[src/sstf_pkg.sv]
package sstf_pkg;

	localparam int MAX_PENDING = 32;
	localparam int CNT_W = $clog2(MAX_PENDING + 1);
	localparam int IDX_W = (MAX_PENDING > 1) ? $clog2(MAX_PENDING) : 1;
	localparam int CYL_W = 16;
	localparam int SUM_W = 22;
	localparam logic [SUM_W-1:0] SUM_MAX = {SUM_W{1'b1}};

	typedef logic [CYL_W-1:0] cyl_t;
	typedef logic [SUM_W-1:0] sum_t;
	typedef logic [CNT_W-1:0] cnt_t;
	typedef logic [IDX_W-1:0] idx_t;

	typedef enum logic [1:0] {
		K_NOP,
		K_LOAD,
		K_RUN,
		K_LOAD_RUN
	} item_kind_t;

	typedef struct packed {
		item_kind_t kind;
		cyl_t       cylinder;
		cyl_t       start_head;
	} item_t;

	typedef struct packed {
		cyl_t visit_cylinder;
		cyl_t step_distance;
		sum_t seek_total;
		logic overflow;
		logic last_visit;
	} res_t;

	typedef enum logic [1:0] {
		ST_IDLE,
		ST_HEAD,
		ST_SCAN,
		ST_EMIT
	} state_t;

	function automatic cyl_t seek_gap(input cyl_t a, input cyl_t b);
		seek_gap = (a > b) ? (a - b) : (b - a);
	endfunction

endpackage

[src/sstf_front.sv]
module sstf_front import sstf_pkg::*; (
	input  logic  clk,
	input  logic  arst_n,
	input  logic  push,
	output logic  full,
	input  cyl_t  cylinder,
	input  logic  has_request,
	input  logic  last_request,
	input  cyl_t  start_head,
	input  logic  item_pop,
	output logic  item_vld,
	output item_t item
);

	item_t      buf_q [2];
	logic       wp_q;
	logic       rp_q;
	logic [1:0] cnt_q;
	item_kind_t kind;
	logic       do_push;
	logic       do_pop;

	always_comb begin
		case ({has_request, last_request})
			2'b00:   kind = K_NOP;
			2'b10:   kind = K_LOAD;
			2'b01:   kind = K_RUN;
			2'b11:   kind = K_LOAD_RUN;
			default: kind = K_NOP;
		endcase
	end

	assign full     = (cnt_q == 2'd2);
	assign item_vld = (cnt_q != 2'd0);
	assign item     = buf_q[rp_q];
	assign do_push  = push && !full && (kind != K_NOP);
	assign do_pop   = item_pop && item_vld;

	always_ff @(posedge clk) begin
		if (do_push) begin
			buf_q[wp_q] <= '{kind: kind, cylinder: cylinder, start_head: start_head};
		end
	end

	always_ff @(posedge clk or negedge arst_n) begin
		if (!arst_n) begin
			wp_q  <= 1'b0;
			rp_q  <= 1'b0;
			cnt_q <= 2'd0;
		end else begin
			if (do_push) begin
				wp_q <= !wp_q;
			end
			if (do_pop) begin
				rp_q <= !rp_q;
			end
			cnt_q <= cnt_q + {1'b0, do_push} - {1'b0, do_pop};
		end
	end

endmodule

[src/sstf_back.sv]
module sstf_back import sstf_pkg::*; (
	input  logic  clk,
	input  logic  arst_n,
	input  logic  item_vld,
	input  item_t item,
	output logic  item_pop,
	input  logic  res_full,
	output logic  res_push,
	output res_t  res
);

	state_t               state_q;
	state_t               state_nx;
	cyl_t                 mem [MAX_PENDING];
	cyl_t                 rdata_s1;
	idx_t                 idx_s1;
	logic                 vld_s1;
	logic [MAX_PENDING-1:0] served_q;
	cnt_t                 cnt_q;
	cnt_t                 issue_q;
	cnt_t                 done_q;
	logic                 ovf_q;
	cyl_t                 head_q;
	sum_t                 sum_q;
	logic                 found_q;
	cyl_t                 best_d_q;
	idx_t                 best_i_q;
	cyl_t                 best_cyl_q;

	logic                 load;
	logic                 run;
	logic                 fits;
	cnt_t                 cnt_nx;
	logic                 ovf_nx;
	logic                 issue;
	cyl_t                 cand;
	logic                 take;
	logic [SUM_W:0]       sum_ext;
	sum_t                 sum_sat;
	logic                 last_step;
	logic                 finish;
	logic                 start_scan;

	assign fits      = (cnt_q < CNT_W'(MAX_PENDING));
	assign issue     = (state_q == ST_SCAN) && (issue_q < cnt_q);
	assign cand      = seek_gap(rdata_s1, head_q);
	assign take      = vld_s1 && !served_q[idx_s1] && (!found_q || (cand < best_d_q));
	assign sum_ext   = {1'b0, sum_q} + (SUM_W + 1)'(best_d_q);
	assign sum_sat   = sum_ext[SUM_W] ? SUM_MAX : sum_ext[SUM_W-1:0];
	assign last_step = ((done_q + CNT_W'(1)) == cnt_q);

	always_comb begin
		state_nx   = state_q;
		item_pop   = 1'b0;
		load       = 1'b0;
		run        = 1'b0;
		res_push   = 1'b0;
		res        = '0;
		finish     = 1'b0;
		start_scan = 1'b0;
		case (state_q)
			ST_IDLE: begin
				item_pop = item_vld;
				load     = item_vld && (item.kind inside {K_LOAD, K_LOAD_RUN});
				run      = item_vld && (item.kind inside {K_RUN, K_LOAD_RUN});
				if (run) begin
					state_nx = ST_HEAD;
				end
			end
			ST_HEAD: begin
				res_push = !res_full;
				res      = '{visit_cylinder: head_q, step_distance: '0,
					seek_total: '0, overflow: ovf_q, last_visit: (cnt_q == '0)};
				if (res_push) begin
					if (cnt_q == '0) begin
						finish   = 1'b1;
						state_nx = ST_IDLE;
					end else begin
						start_scan = 1'b1;
						state_nx   = ST_SCAN;
					end
				end
			end
			ST_SCAN: begin
				if (!issue && !vld_s1) begin
					state_nx = ST_EMIT;
				end
			end
			ST_EMIT: begin
				res_push = !res_full;
				res      = '{visit_cylinder: best_cyl_q, step_distance: best_d_q,
					seek_total: sum_sat, overflow: ovf_q, last_visit: last_step};
				if (res_push) begin
					if (last_step) begin
						finish   = 1'b1;
						state_nx = ST_IDLE;
					end else begin
						start_scan = 1'b1;
						state_nx   = ST_SCAN;
					end
				end
			end
			default: begin
				state_nx = ST_IDLE;
			end
		endcase
	end

	assign cnt_nx = cnt_q + CNT_W'(load && fits);
	assign ovf_nx = ovf_q | (load && !fits);

	always_ff @(posedge clk or negedge arst_n) begin
		if (!arst_n) begin
			state_q <= ST_IDLE;
		end else begin
			state_q <= state_nx;
		end
	end

	always_ff @(posedge clk) begin
		if (load && fits) begin
			mem[cnt_q[IDX_W-1:0]] <= item.cylinder;
		end
		rdata_s1 <= mem[issue_q[IDX_W-1:0]];
		idx_s1   <= issue_q[IDX_W-1:0];
		if (take) begin
			best_d_q   <= cand;
			best_i_q   <= idx_s1;
			best_cyl_q <= rdata_s1;
		end
	end

	always_ff @(posedge clk or negedge arst_n) begin
		if (!arst_n) begin
			vld_s1   <= 1'b0;
			served_q <= '0;
			cnt_q    <= '0;
			issue_q  <= '0;
			done_q   <= '0;
			ovf_q    <= 1'b0;
			head_q   <= '0;
			sum_q    <= '0;
			found_q  <= 1'b0;
		end else begin
			vld_s1 <= issue;
			if (item_pop) begin
				cnt_q <= cnt_nx;
				ovf_q <= ovf_nx;
			end
			if (run) begin
				head_q <= item.start_head;
				sum_q  <= '0;
			end
			if (issue) begin
				issue_q <= issue_q + CNT_W'(1);
			end
			if (take) begin
				found_q <= 1'b1;
			end
			if (state_q == ST_EMIT && res_push) begin
				head_q <= best_cyl_q;
				if (last_step) begin
					served_q <= '0;
					sum_q    <= '0;
					done_q   <= '0;
				end else begin
					served_q[best_i_q] <= 1'b1;
					sum_q              <= sum_sat;
					done_q             <= done_q + CNT_W'(1);
				end
			end
			if (start_scan) begin
				issue_q <= '0;
				found_q <= 1'b0;
			end
			if (finish) begin
				cnt_q <= '0;
				ovf_q <= 1'b0;
			end
		end
	end

endmodule

[src/sstf_rq.sv]
module sstf_rq import sstf_pkg::*; (
	input  logic clk,
	input  logic arst_n,
	input  logic res_push,
	input  res_t res_in,
	output logic res_full,
	input  logic pop,
	output logic empty,
	output res_t res_out
);

	res_t       buf_q [2];
	logic       wp_q;
	logic       rp_q;
	logic [1:0] cnt_q;
	logic       do_push;
	logic       do_pop;

	assign res_full = (cnt_q == 2'd2);
	assign empty    = (cnt_q == 2'd0);
	assign res_out  = buf_q[rp_q];
	assign do_push  = res_push && !res_full;
	assign do_pop   = pop && !empty;

	always_ff @(posedge clk) begin
		if (do_push) begin
			buf_q[wp_q] <= res_in;
		end
	end

	always_ff @(posedge clk or negedge arst_n) begin
		if (!arst_n) begin
			wp_q  <= 1'b0;
			rp_q  <= 1'b0;
			cnt_q <= 2'd0;
		end else begin
			if (do_push) begin
				wp_q <= !wp_q;
			end
			if (do_pop) begin
				rp_q <= !rp_q;
			end
			cnt_q <= cnt_q + {1'b0, do_push} - {1'b0, do_pop};
		end
	end

endmodule

[src/shortest_seek_first_scheduler.sv]
// Shortest-seek-first ordering of a batch of cylinder requests.
// Input queue: drive the word on cylinder/has_request/last_request/start_head
// with push; it is taken on a clock edge where push is high and full is low.
// Words with has_request load one request each (up to 32; extras are
// dropped and flag overflow). The last word sets the start head and starts
// the batch: the start head comes out first, then every request, nearest
// first. Result queue: the oldest word sits on the result ports while empty
// is low; pop takes it. last_visit marks the final word of a batch.
// Engine: input words are taken only while idle. Each request is found
// by a scan of the pending store, one entry per cycle, with a single
// distance comparator.
// Two-word queues sit on both sides; when the receiver stalls the engine
// holds its result and the input queue fills, then full rises.
// Reset clears all queues, the batch count, the overflow flag, the head
// position and the distance total.
module shortest_seek_first_scheduler import sstf_pkg::*; (
	input  logic                   clk,
	input  logic                   arst_n,
	input  logic                   push,
	output logic                   full,
	input  logic [CYL_W-1:0]       cylinder,
	input  logic                   has_request,
	input  logic                   last_request,
	input  logic [CYL_W-1:0]       start_head,
	input  logic                   pop,
	output logic                   empty,
	output logic [CYL_W-1:0]       visit_cylinder,
	output logic [CYL_W-1:0]       step_distance,
	output logic [SUM_W-1:0]       seek_total,
	output logic                   overflow,
	output logic                   last_visit
);

	item_t item;
	logic  item_vld;
	logic  item_pop;
	res_t  res_in;
	res_t  res_out;
	logic  res_push;
	logic  res_full;

	sstf_front u_front (
		.clk          (clk),
		.arst_n       (arst_n),
		.push         (push),
		.full         (full),
		.cylinder     (cylinder),
		.has_request  (has_request),
		.last_request (last_request),
		.start_head   (start_head),
		.item_pop     (item_pop),
		.item_vld     (item_vld),
		.item         (item)
	);

	sstf_back u_back (
		.clk      (clk),
		.arst_n   (arst_n),
		.item_vld (item_vld),
		.item     (item),
		.item_pop (item_pop),
		.res_full (res_full),
		.res_push (res_push),
		.res      (res_in)
	);

	sstf_rq u_rq (
		.clk      (clk),
		.arst_n   (arst_n),
		.res_push (res_push),
		.res_in   (res_in),
		.res_full (res_full),
		.pop      (pop),
		.empty    (empty),
		.res_out  (res_out)
	);

	assign visit_cylinder = res_out.visit_cylinder;
	assign step_distance  = res_out.step_distance;
	assign seek_total     = res_out.seek_total;
	assign overflow       = res_out.overflow;
	assign last_visit     = res_out.last_visit;

endmodule
[config.mk]
export PLATFORM = sky130hd
export DESIGN_NAME = shortest_seek_first_scheduler
export DESIGN_NICKNAME = d
export VERILOG_FILES = /design/src/sstf_pkg.sv /design/src/sstf_front.sv /design/src/sstf_back.sv /design/src/sstf_rq.sv /design/src/shortest_seek_first_scheduler.sv
export SDC_FILE = /design/constraint.sdc
export NUM_CORES = 1
export LEC_CHECK = 0
export BUFFER_PORTS_ARGS = -buffer_cell sky130_fd_sc_hd__buf_2
export CORE_UTILIZATION = 41
export DETAILED_ROUTE_END_ITERATION = 16
export GPL_TIMING_DRIVEN = 0
export PLACE_DENSITY_LB_ADDON = 0.25
export SLEW_MARGIN = 20
export SYNTH_ARGS = -nofsm -noshare
export SYNTH_HDL_FRONTEND = slang
export SYNTH_SLANG_ARGS = --single-unit
[constraint.sdc]
create_clock -name clk -period 7.45 [get_ports clk]
set_input_delay 0.3725 -clock clk [delete_from_list [all_inputs] [get_ports clk]]
set_output_delay 0.3725 -clock clk [all_outputs]
set_load 0.005 [all_outputs]
---- After elaboration in Yosys (flattened, before gate mapping) ----
Memory sizes are Yosys's and may differ from the RTL's. A register that Yosys moved wholly into a read port is not among the register bits.
Index checks and enable logic that the tools add are counted.
cells by class
  reduce and logical (&&, ||, !) cells .... 42
  $add $sub $neg .......................... 10
  equality and inequality tests ........... 16
  order comparisons ....................... 7
  bitwise operators ....................... 2
  muxes and demuxes ....................... 50
operators with widths
  cell                                                        count
  case mux 56 bit (2 select lines)                            1
  2-to-1 mux 22 bit                                           4
  2-to-1 mux 16 bit                                           3
  2-to-1 mux 32 bit                                           1
  OR 32 bit                                                   1
  subtractor 16 bit                                           2
  2-to-1 mux 6 bit                                            5
  2-to-1 mux 1 bit                                            24
  adder 22 x 16 -> 23 bit                                     1
  == test 2 bit, second input constant                        8
  > comparator 16 bit                                         1
  less-than comparator 16 bit                                 1
  case mux 2 bit (4 select lines)                             2
  nonzero test 2 bit                                          8
  logical AND 1 bit                                           15
  adder 6 x 1 -> 6 bit, second input constant                 2
  zero test 1 bit                                             12
  less-than comparator 5 x 6 -> 1 bit, second input constant  2
  2-to-1 mux 2 bit                                            6
  adder 6 x 1 -> 6 bit                                        1
  == test 2 x 1 -> 1 bit, second input constant               3
  == test 6 bit                                               1
  zero test 2 bit                                             3
  zero test 6 bit                                             1
  other kinds (14)                                            19
storage, ports and cells
  RAM bits ................................ 692
  flip-flop bits (word level) ............. 143
  logic and storage cells ................. 150
  memories kept ........................... 3
memories
  memory         words  bits a word  read ports  clocked after Yosys merged registers in  write ports  line              RTL
  u_back.mem     32     16           1           1                                        1            sstf_back.sv:14   cyl_t mem [MAX_PENDING];
  u_rq.buf_q     2      56           1           0                                        1            sstf_rq.sv:12     res_t buf_q [2];
  u_front.buf_q  2      34           1           0                                        1            sstf_front.sv:15  item_t buf_q [2];

---- Logic depth before layout (Yosys ltp) ----
An unclocked memory read counts as a cell.
  word-level depth ........................ 9
  depth in mapped cells ................... 21

---- Modules after synthesis ----
From an unflattened synthesis, not the netlist that was laid out.
unflattened totals
  cells, all modules ...................... 2100
  area total of the unflattened synthesis .. 36003.3 um^2
by module, submodules not included
  module      sequential area each (um^2)  area each (um^2)  cells an instance  times used
  sstf_back   19233.4                      28949.0           1780               1
  sstf_rq     3463.3                       4359.2            192                1
  sstf_front  2142.1                       2695.1            128                1

---- Worst setup path before layout ----
No wires, ideal clock.
  path kind ............................... flip-flop to flip-flop
  from .................................... register u_back.head_q[8]
  to ...................................... register u_back.best_cyl_q[0], enable pin
  setup time .............................. 0.487 ns
  buffers on the path ..................... 2
  slack ................................... 0.818 ns
  cell stages (with the launch flop) ...... 19
  arrival ................................. 6.144 ns
  path through ............................ dfrtp_1 inv_1 ha_1 buf_4 nand4_2 or2_4 or4_4 buf_6 nand2_4 mux2_2 o211ai_1 xor2_1 ha_1 a21o_1 a21oi_1 o21ai_0 nand3_1 nand2_1 a211oi_1
on the way
  longest elaborated chain between the ends .. 5
  elaborated cells between the ends (all ways) .. 7
  those cells by class .................... add/sub (2); order compare (2); mux (1); reduce/logical (2)
ends and longest elaborated chain
  element                                                   line              RTL
  start, declared                                           sstf_back.sv:23   cyl_t head_q;
  start signal, assigned                                    sstf_back.sv:151  head_q <= item.start_head;
  start signal, assigned                                    sstf_back.sv:161  head_q <= best_cyl_q;
  subtractor 16 bit or > comparator 16 bit (tied branches)  sstf_pkg.sv:44    seek_gap = (a > b) ? (a - b) : (b - a);
  2-to-1 mux 16 bit (*)                                     sstf_pkg.sv:44
  net u_back.cand[10]                                       sstf_back.sv:36   cyl_t cand;
  less-than comparator 16 bit (*)                           sstf_back.sv:47   assign take = vld_s1 && !served_q[idx_s1] && (!found_q || (cand < best_d_q));
  logical OR 1 bit (*)                                      sstf_back.sv:47
  logical AND 1 bit (*)                                     sstf_back.sv:47
  net u_back.take                                           sstf_back.sv:37   logic take;
  end signal, assigned                                      sstf_back.sv:129  best_cyl_q <= rdata_s1;
  end, declared                                             sstf_back.sv:28   cyl_t best_cyl_q;
The timed path passes the listed nets; every way through them passes the cells marked *.
A chain may end at the register's enable or synchronous reset.

---- Worst setup path after layout ----
  from .................................... register u_back.head_q[12]
  to ...................................... register u_back.best_cyl_q[6], enable pin
on the way
  longest elaborated chain between the ends .. 5
  elaborated cells between the ends (all ways) .. 7
  those cells by class .................... add/sub (2); order compare (2); mux (1); reduce/logical (2)
ends and longest elaborated chain
  element                      line
  > comparator 16 bit          sstf_pkg.sv:44
  2-to-1 mux 16 bit            sstf_pkg.sv:44
  net u_back.cand[9]           sstf_back.sv:36
  less-than comparator 16 bit  sstf_back.sv:47
  logical OR 1 bit             sstf_back.sv:47
  logical AND 1 bit            sstf_back.sv:47
  net u_back.take              sstf_back.sv:37
The timed path passes the listed nets, and every way through them passes these cells.

==> results.tsv <==
stage	metric	value	unit
run_status	status	finished, final reports clean	
floorplan	initial_core_util	41.3	%
setup_path	crit_chain	inv_1, ha_1, clkbuf_1, nand3_1, nor4_2, nor2_2, a21oi_1, xor2_1, ha_1, a21o_1, a21o_1, a21oi_1, o21ai_0, nand3_1, nand2_1, a211oi_4, buf_6, buf_6	
global_route	gr-total-overflow	0	
timing	fmax	188	MHz
place	placed_cells	3428	
clocking	htree_levels	3	
floorplan	core	0.0866	mm²
logic_synthesis	synth.top_cell.area_share	61.1	%
floorplan	die_area	0.0885	mm²
setup_path	required	7.80	ns
logic_synthesis	async_flop_share	11.9	%
logic_synthesis	synth.distinct_cells	81	
final_layout	final_core_util	47.9	%
drt	ant_nets	0	
final_layout	final_cell_mix	729 x edfxtp_1, 170 x mux4_2, 147 x nor2_1, 110 x buf_2, 101 x dfrtp_1	
place	placed_cell_area	0.0385	mm²
timing	hold_ws	0.109	ns
logic_synthesis	ys_seq_area_share	69.4	%
worst_hold_path	hold_class	primary input to flip-flop	
floorplan	row_count	108	
timing	tightestPinTransition	1.15	ns
clocking	numClockSinks	851	
place	dp_hpwl	60100	µm
setup_path	path_max_fanout	13	
floorplan	die_w	298	µm
logic_synthesis	ys.flop_type	edfxtp_1	
setup_path	slowest_delay	0.88	ns
timing	setup_viol	0	
logic_synthesis	avgSynthCellArea	16.8	µm²
setup_path	critical_path_class	flip-flop to flip-flop	
setup_path	crit_buf_inv	4	
setup_path	arrival	5.65	ns
clocking	cts_buffers	87	
logic_synthesis	syn_nets	2249	
drt	route.detailed.drc	0	
drt	vias	19500	
logic_synthesis	synth-edff-count	729	
clocking	cts_root_buffer	clkbuf_16	
logic_synthesis	yosysWarnings	0	
floorplan	pin_count	96	
global_route	grt_pass1_vias	20000	
final_layout	area_delta_synth_final	15.9	%
pwr	vdd_drop_max	0.245	mV
final_layout	layoutNonFillerInstCount	3617	
global_route	antenna_found_initial	2	
clocking	cts.path.max_buffers	3	
timing	slew_headroom	23.4	%
pwr	power_density	394	mW/mm²
setup_path	slowest_stage	nor4_2	
clocking	clk_latency	0.64	ns
drt	drt-total-wl	84900	µm
place	place_congestion	0.888	
pwr	finalPower	16.4	mW
place	io_buffers	95	
setup_path	worstSetupStartpointType	flip-flop	
logic_synthesis	synth_largest_area_cell	edfxtp_1	
final_layout	drive_gt1_share	25.1	%
clocking	clkTransAtPathRegs	0.06	ns
drt	drtIter0Drc	1725	
clocking	cts_tree	done	
timing	rsz0062_at_grt	false	
global_route	grt_max_degree	58	
setup_path	cp_top_family	simple AND/OR/NAND/NOR gates	
logic_synthesis	ys_top_cells_by_area	edfxtp_1 61%, mux4_2 11%, dfrtp_1 7.1%	
pwr	p_leak	14.4	nW
setup_path	end_kind	flip-flop	
final_layout	fin_nets	2511	
final_layout	fillers	7361	
logic_synthesis	syn_area	0.0358	mm²
flow_run	cap_viol_max_count	0	
floorplan	die_h	298	µm
final_layout	final_common_cell	edfxtp_1	
global_route	grt_pass1_wl	127000	µm
clocking	post_cts_resized	0	
logic_synthesis	synthCells	2133	
timing	final_min_period_over_clock_period	71.2	%
final_layout	final_cell_area	0.0415	mm²
logic_synthesis	synth-seq-cells	851	
drt	routed_via_density	5.39	
timing	skew	0.0201	ns
drt	wl_per_cell	23.5	µm
timing	finalHoldViolCount	0	
global_route	track_usage	19.3	%
drt	firstDrtPassIters	5	
timing	period_needed	5.31	ns
timing	slew_viol_final	0	
==> stage by stage <==
step / TNS, ns / setup WS (ns)
2_1_floorplan: 0 / 0.818
3_3_place_gp: -60.66 / -1.64
3_5_place_dp: 0 / 2.24
4_1_cts: 0 / 2.22
5_1_grt: 0 / 1.83
6_report: 0 / 2.14
==> final timing paths <==
| path | cells after the start | slack, ns | endpoint | startpoint |
|---|---|---|---|---|
| min | 2 | 0.11 | u_front.buf_q[0][33]$_DFFE_PP_ | last_request |
| min in group asynchronous | 2 | 0.24 | u_back.head_q[15]$_DFFE_PN0P_ | arst_n |
| max in group asynchronous | 3 | 6.51 | u_back.served_q[2]$_DFFE_PN0P_ | arst_n |
| min reg2reg | 0 | 0.42 | u_back.idx_s1[0]$_DFF_P_ | u_back.issue_q[0]$_DFFE_PN0P_ |
| max | 18 | 2.14 | u_back.best_cyl_q[6]$_DFFE_PP_ | u_back.head_q[12]$_DFFE_PN0P_ |
| max reg2reg | 18 | 2.14 | u_back.best_cyl_q[6]$_DFFE_PP_ | u_back.head_q[12]$_DFFE_PN0P_ |
==> cell type report <==
type	instances	area, µm²	share of cell area (%)
well taps	1155	1450	3.48
multi-input cells	1106	10300	24.9
diodes	1	2.50	0.00603
clock inverters	47	353	0.850
inverters	71	267	0.642
plain buffers	105	474	1.14
repair buffers	173	1430	3.45
flip-flops and latches	851	24800	59.9
clock buffers	108	2340	5.64
==> layer usage <==
layer	wire length (µm)	part of all wire (%)	vias to the layer above	track usage [%]
li1	-	-	8769	-
met1	36000	42	10100	25.4
met2	41300	49	530	31.9
met3	4790	5.6	138	3.86
met4	2840	3.3	0	6.54
met5	0	0	-	0
==> cells in the mapped netlist (5+ instances only) <==
cell type  count
dfxtp_1       21
o21a_1         8
nand3_1       26
inv_1         69
buf_1          8
clkbuf_1      70
mux2_2        90
nor3b_1        7
a31oi_1        8
mux4_2       170
nor3_1        16
xor2_1        12
nand2_1       89
xnor2_1       37
o21bai_1       5
o21ai_0       76
edfxtp_1     729
ha_1          75
o211ai_1       5
and3_1        12
nand2b_1       9
a21oi_1       99
buf_2         16
buf_6          5
nor2_1       180
buf_4          6
dfrtp_1      101
nand4_1       14
a21o_1        16
and2_1        10
or3_1          7
mux2i_1       44
nor2b_1       25
==> timing repair <==
| action | CTS | global route |
|---|---|---|
| hold endpoints to repair | 108 | 0 |
| hold buffers | 33 | 0 |
| setup buffers | 0 | 0 |
==> sequential cells by signal (all words and copies together) (netlist names), 2 cells and up <==
register           cells
u_back.mem           512
u_rq.buf_q           112
u_front.buf_q         68
u_back.served_q       32
u_back.sum_q          22
u_back.best_cyl_q     16
u_back.best_d_q       16
u_back.head_q         16
u_back.rdata_s1       16
u_back.cnt_q           6
u_back.done_q          6
u_back.issue_q         6
u_back.best_i_q        5
u_back.idx_s1          5
u_back.state_q         2
u_front.cnt_q          2
u_rq.cnt_q             2
==> cell families after synthesis <==
| group | share of synthesized area [%] |
|---|---|
| buf+inv | 2.07 |
| flops | 69.4 |
| simple gates | 5.37 |
| xor+xnor | 1.20 |
| compound gates | 4.46 |
| mux | 14.8 |
| fa+ha+maj | 2.79 |
==> worst register-to-register path, cell delays in order, from the launching register on <==
cell      delay (ns)
dfrtp_1         0.40
inv_1           0.06
ha_1            0.27
clkbuf_1        0.30
nand3_1         0.23
nor4_2          0.88
nor2_2          0.26
a21oi_1         0.25
xor2_1          0.35
ha_1            0.33
a21o_1          0.17
a21o_1          0.17
a21oi_1         0.15
o21ai_0         0.11
nand3_1         0.08
nand2_1         0.10
a211oi_4        0.48
buf_6           0.26
buf_6           0.18
==> power breakdown <==
group / leakage [nW] / total (mW) / internal (mW) / switching, mW
logic: 4.93 / 5.66 / 2.21 / 3.45
clock network: 1.32 / 4.12 / 2.31 / 1.81
registers: 8.12 / 6.59 / 6.29 / 0.303
total: 14.4 / 16.4 / 10.8 / 5.56
No activity file was read; power rests on OpenSTA's default activity.
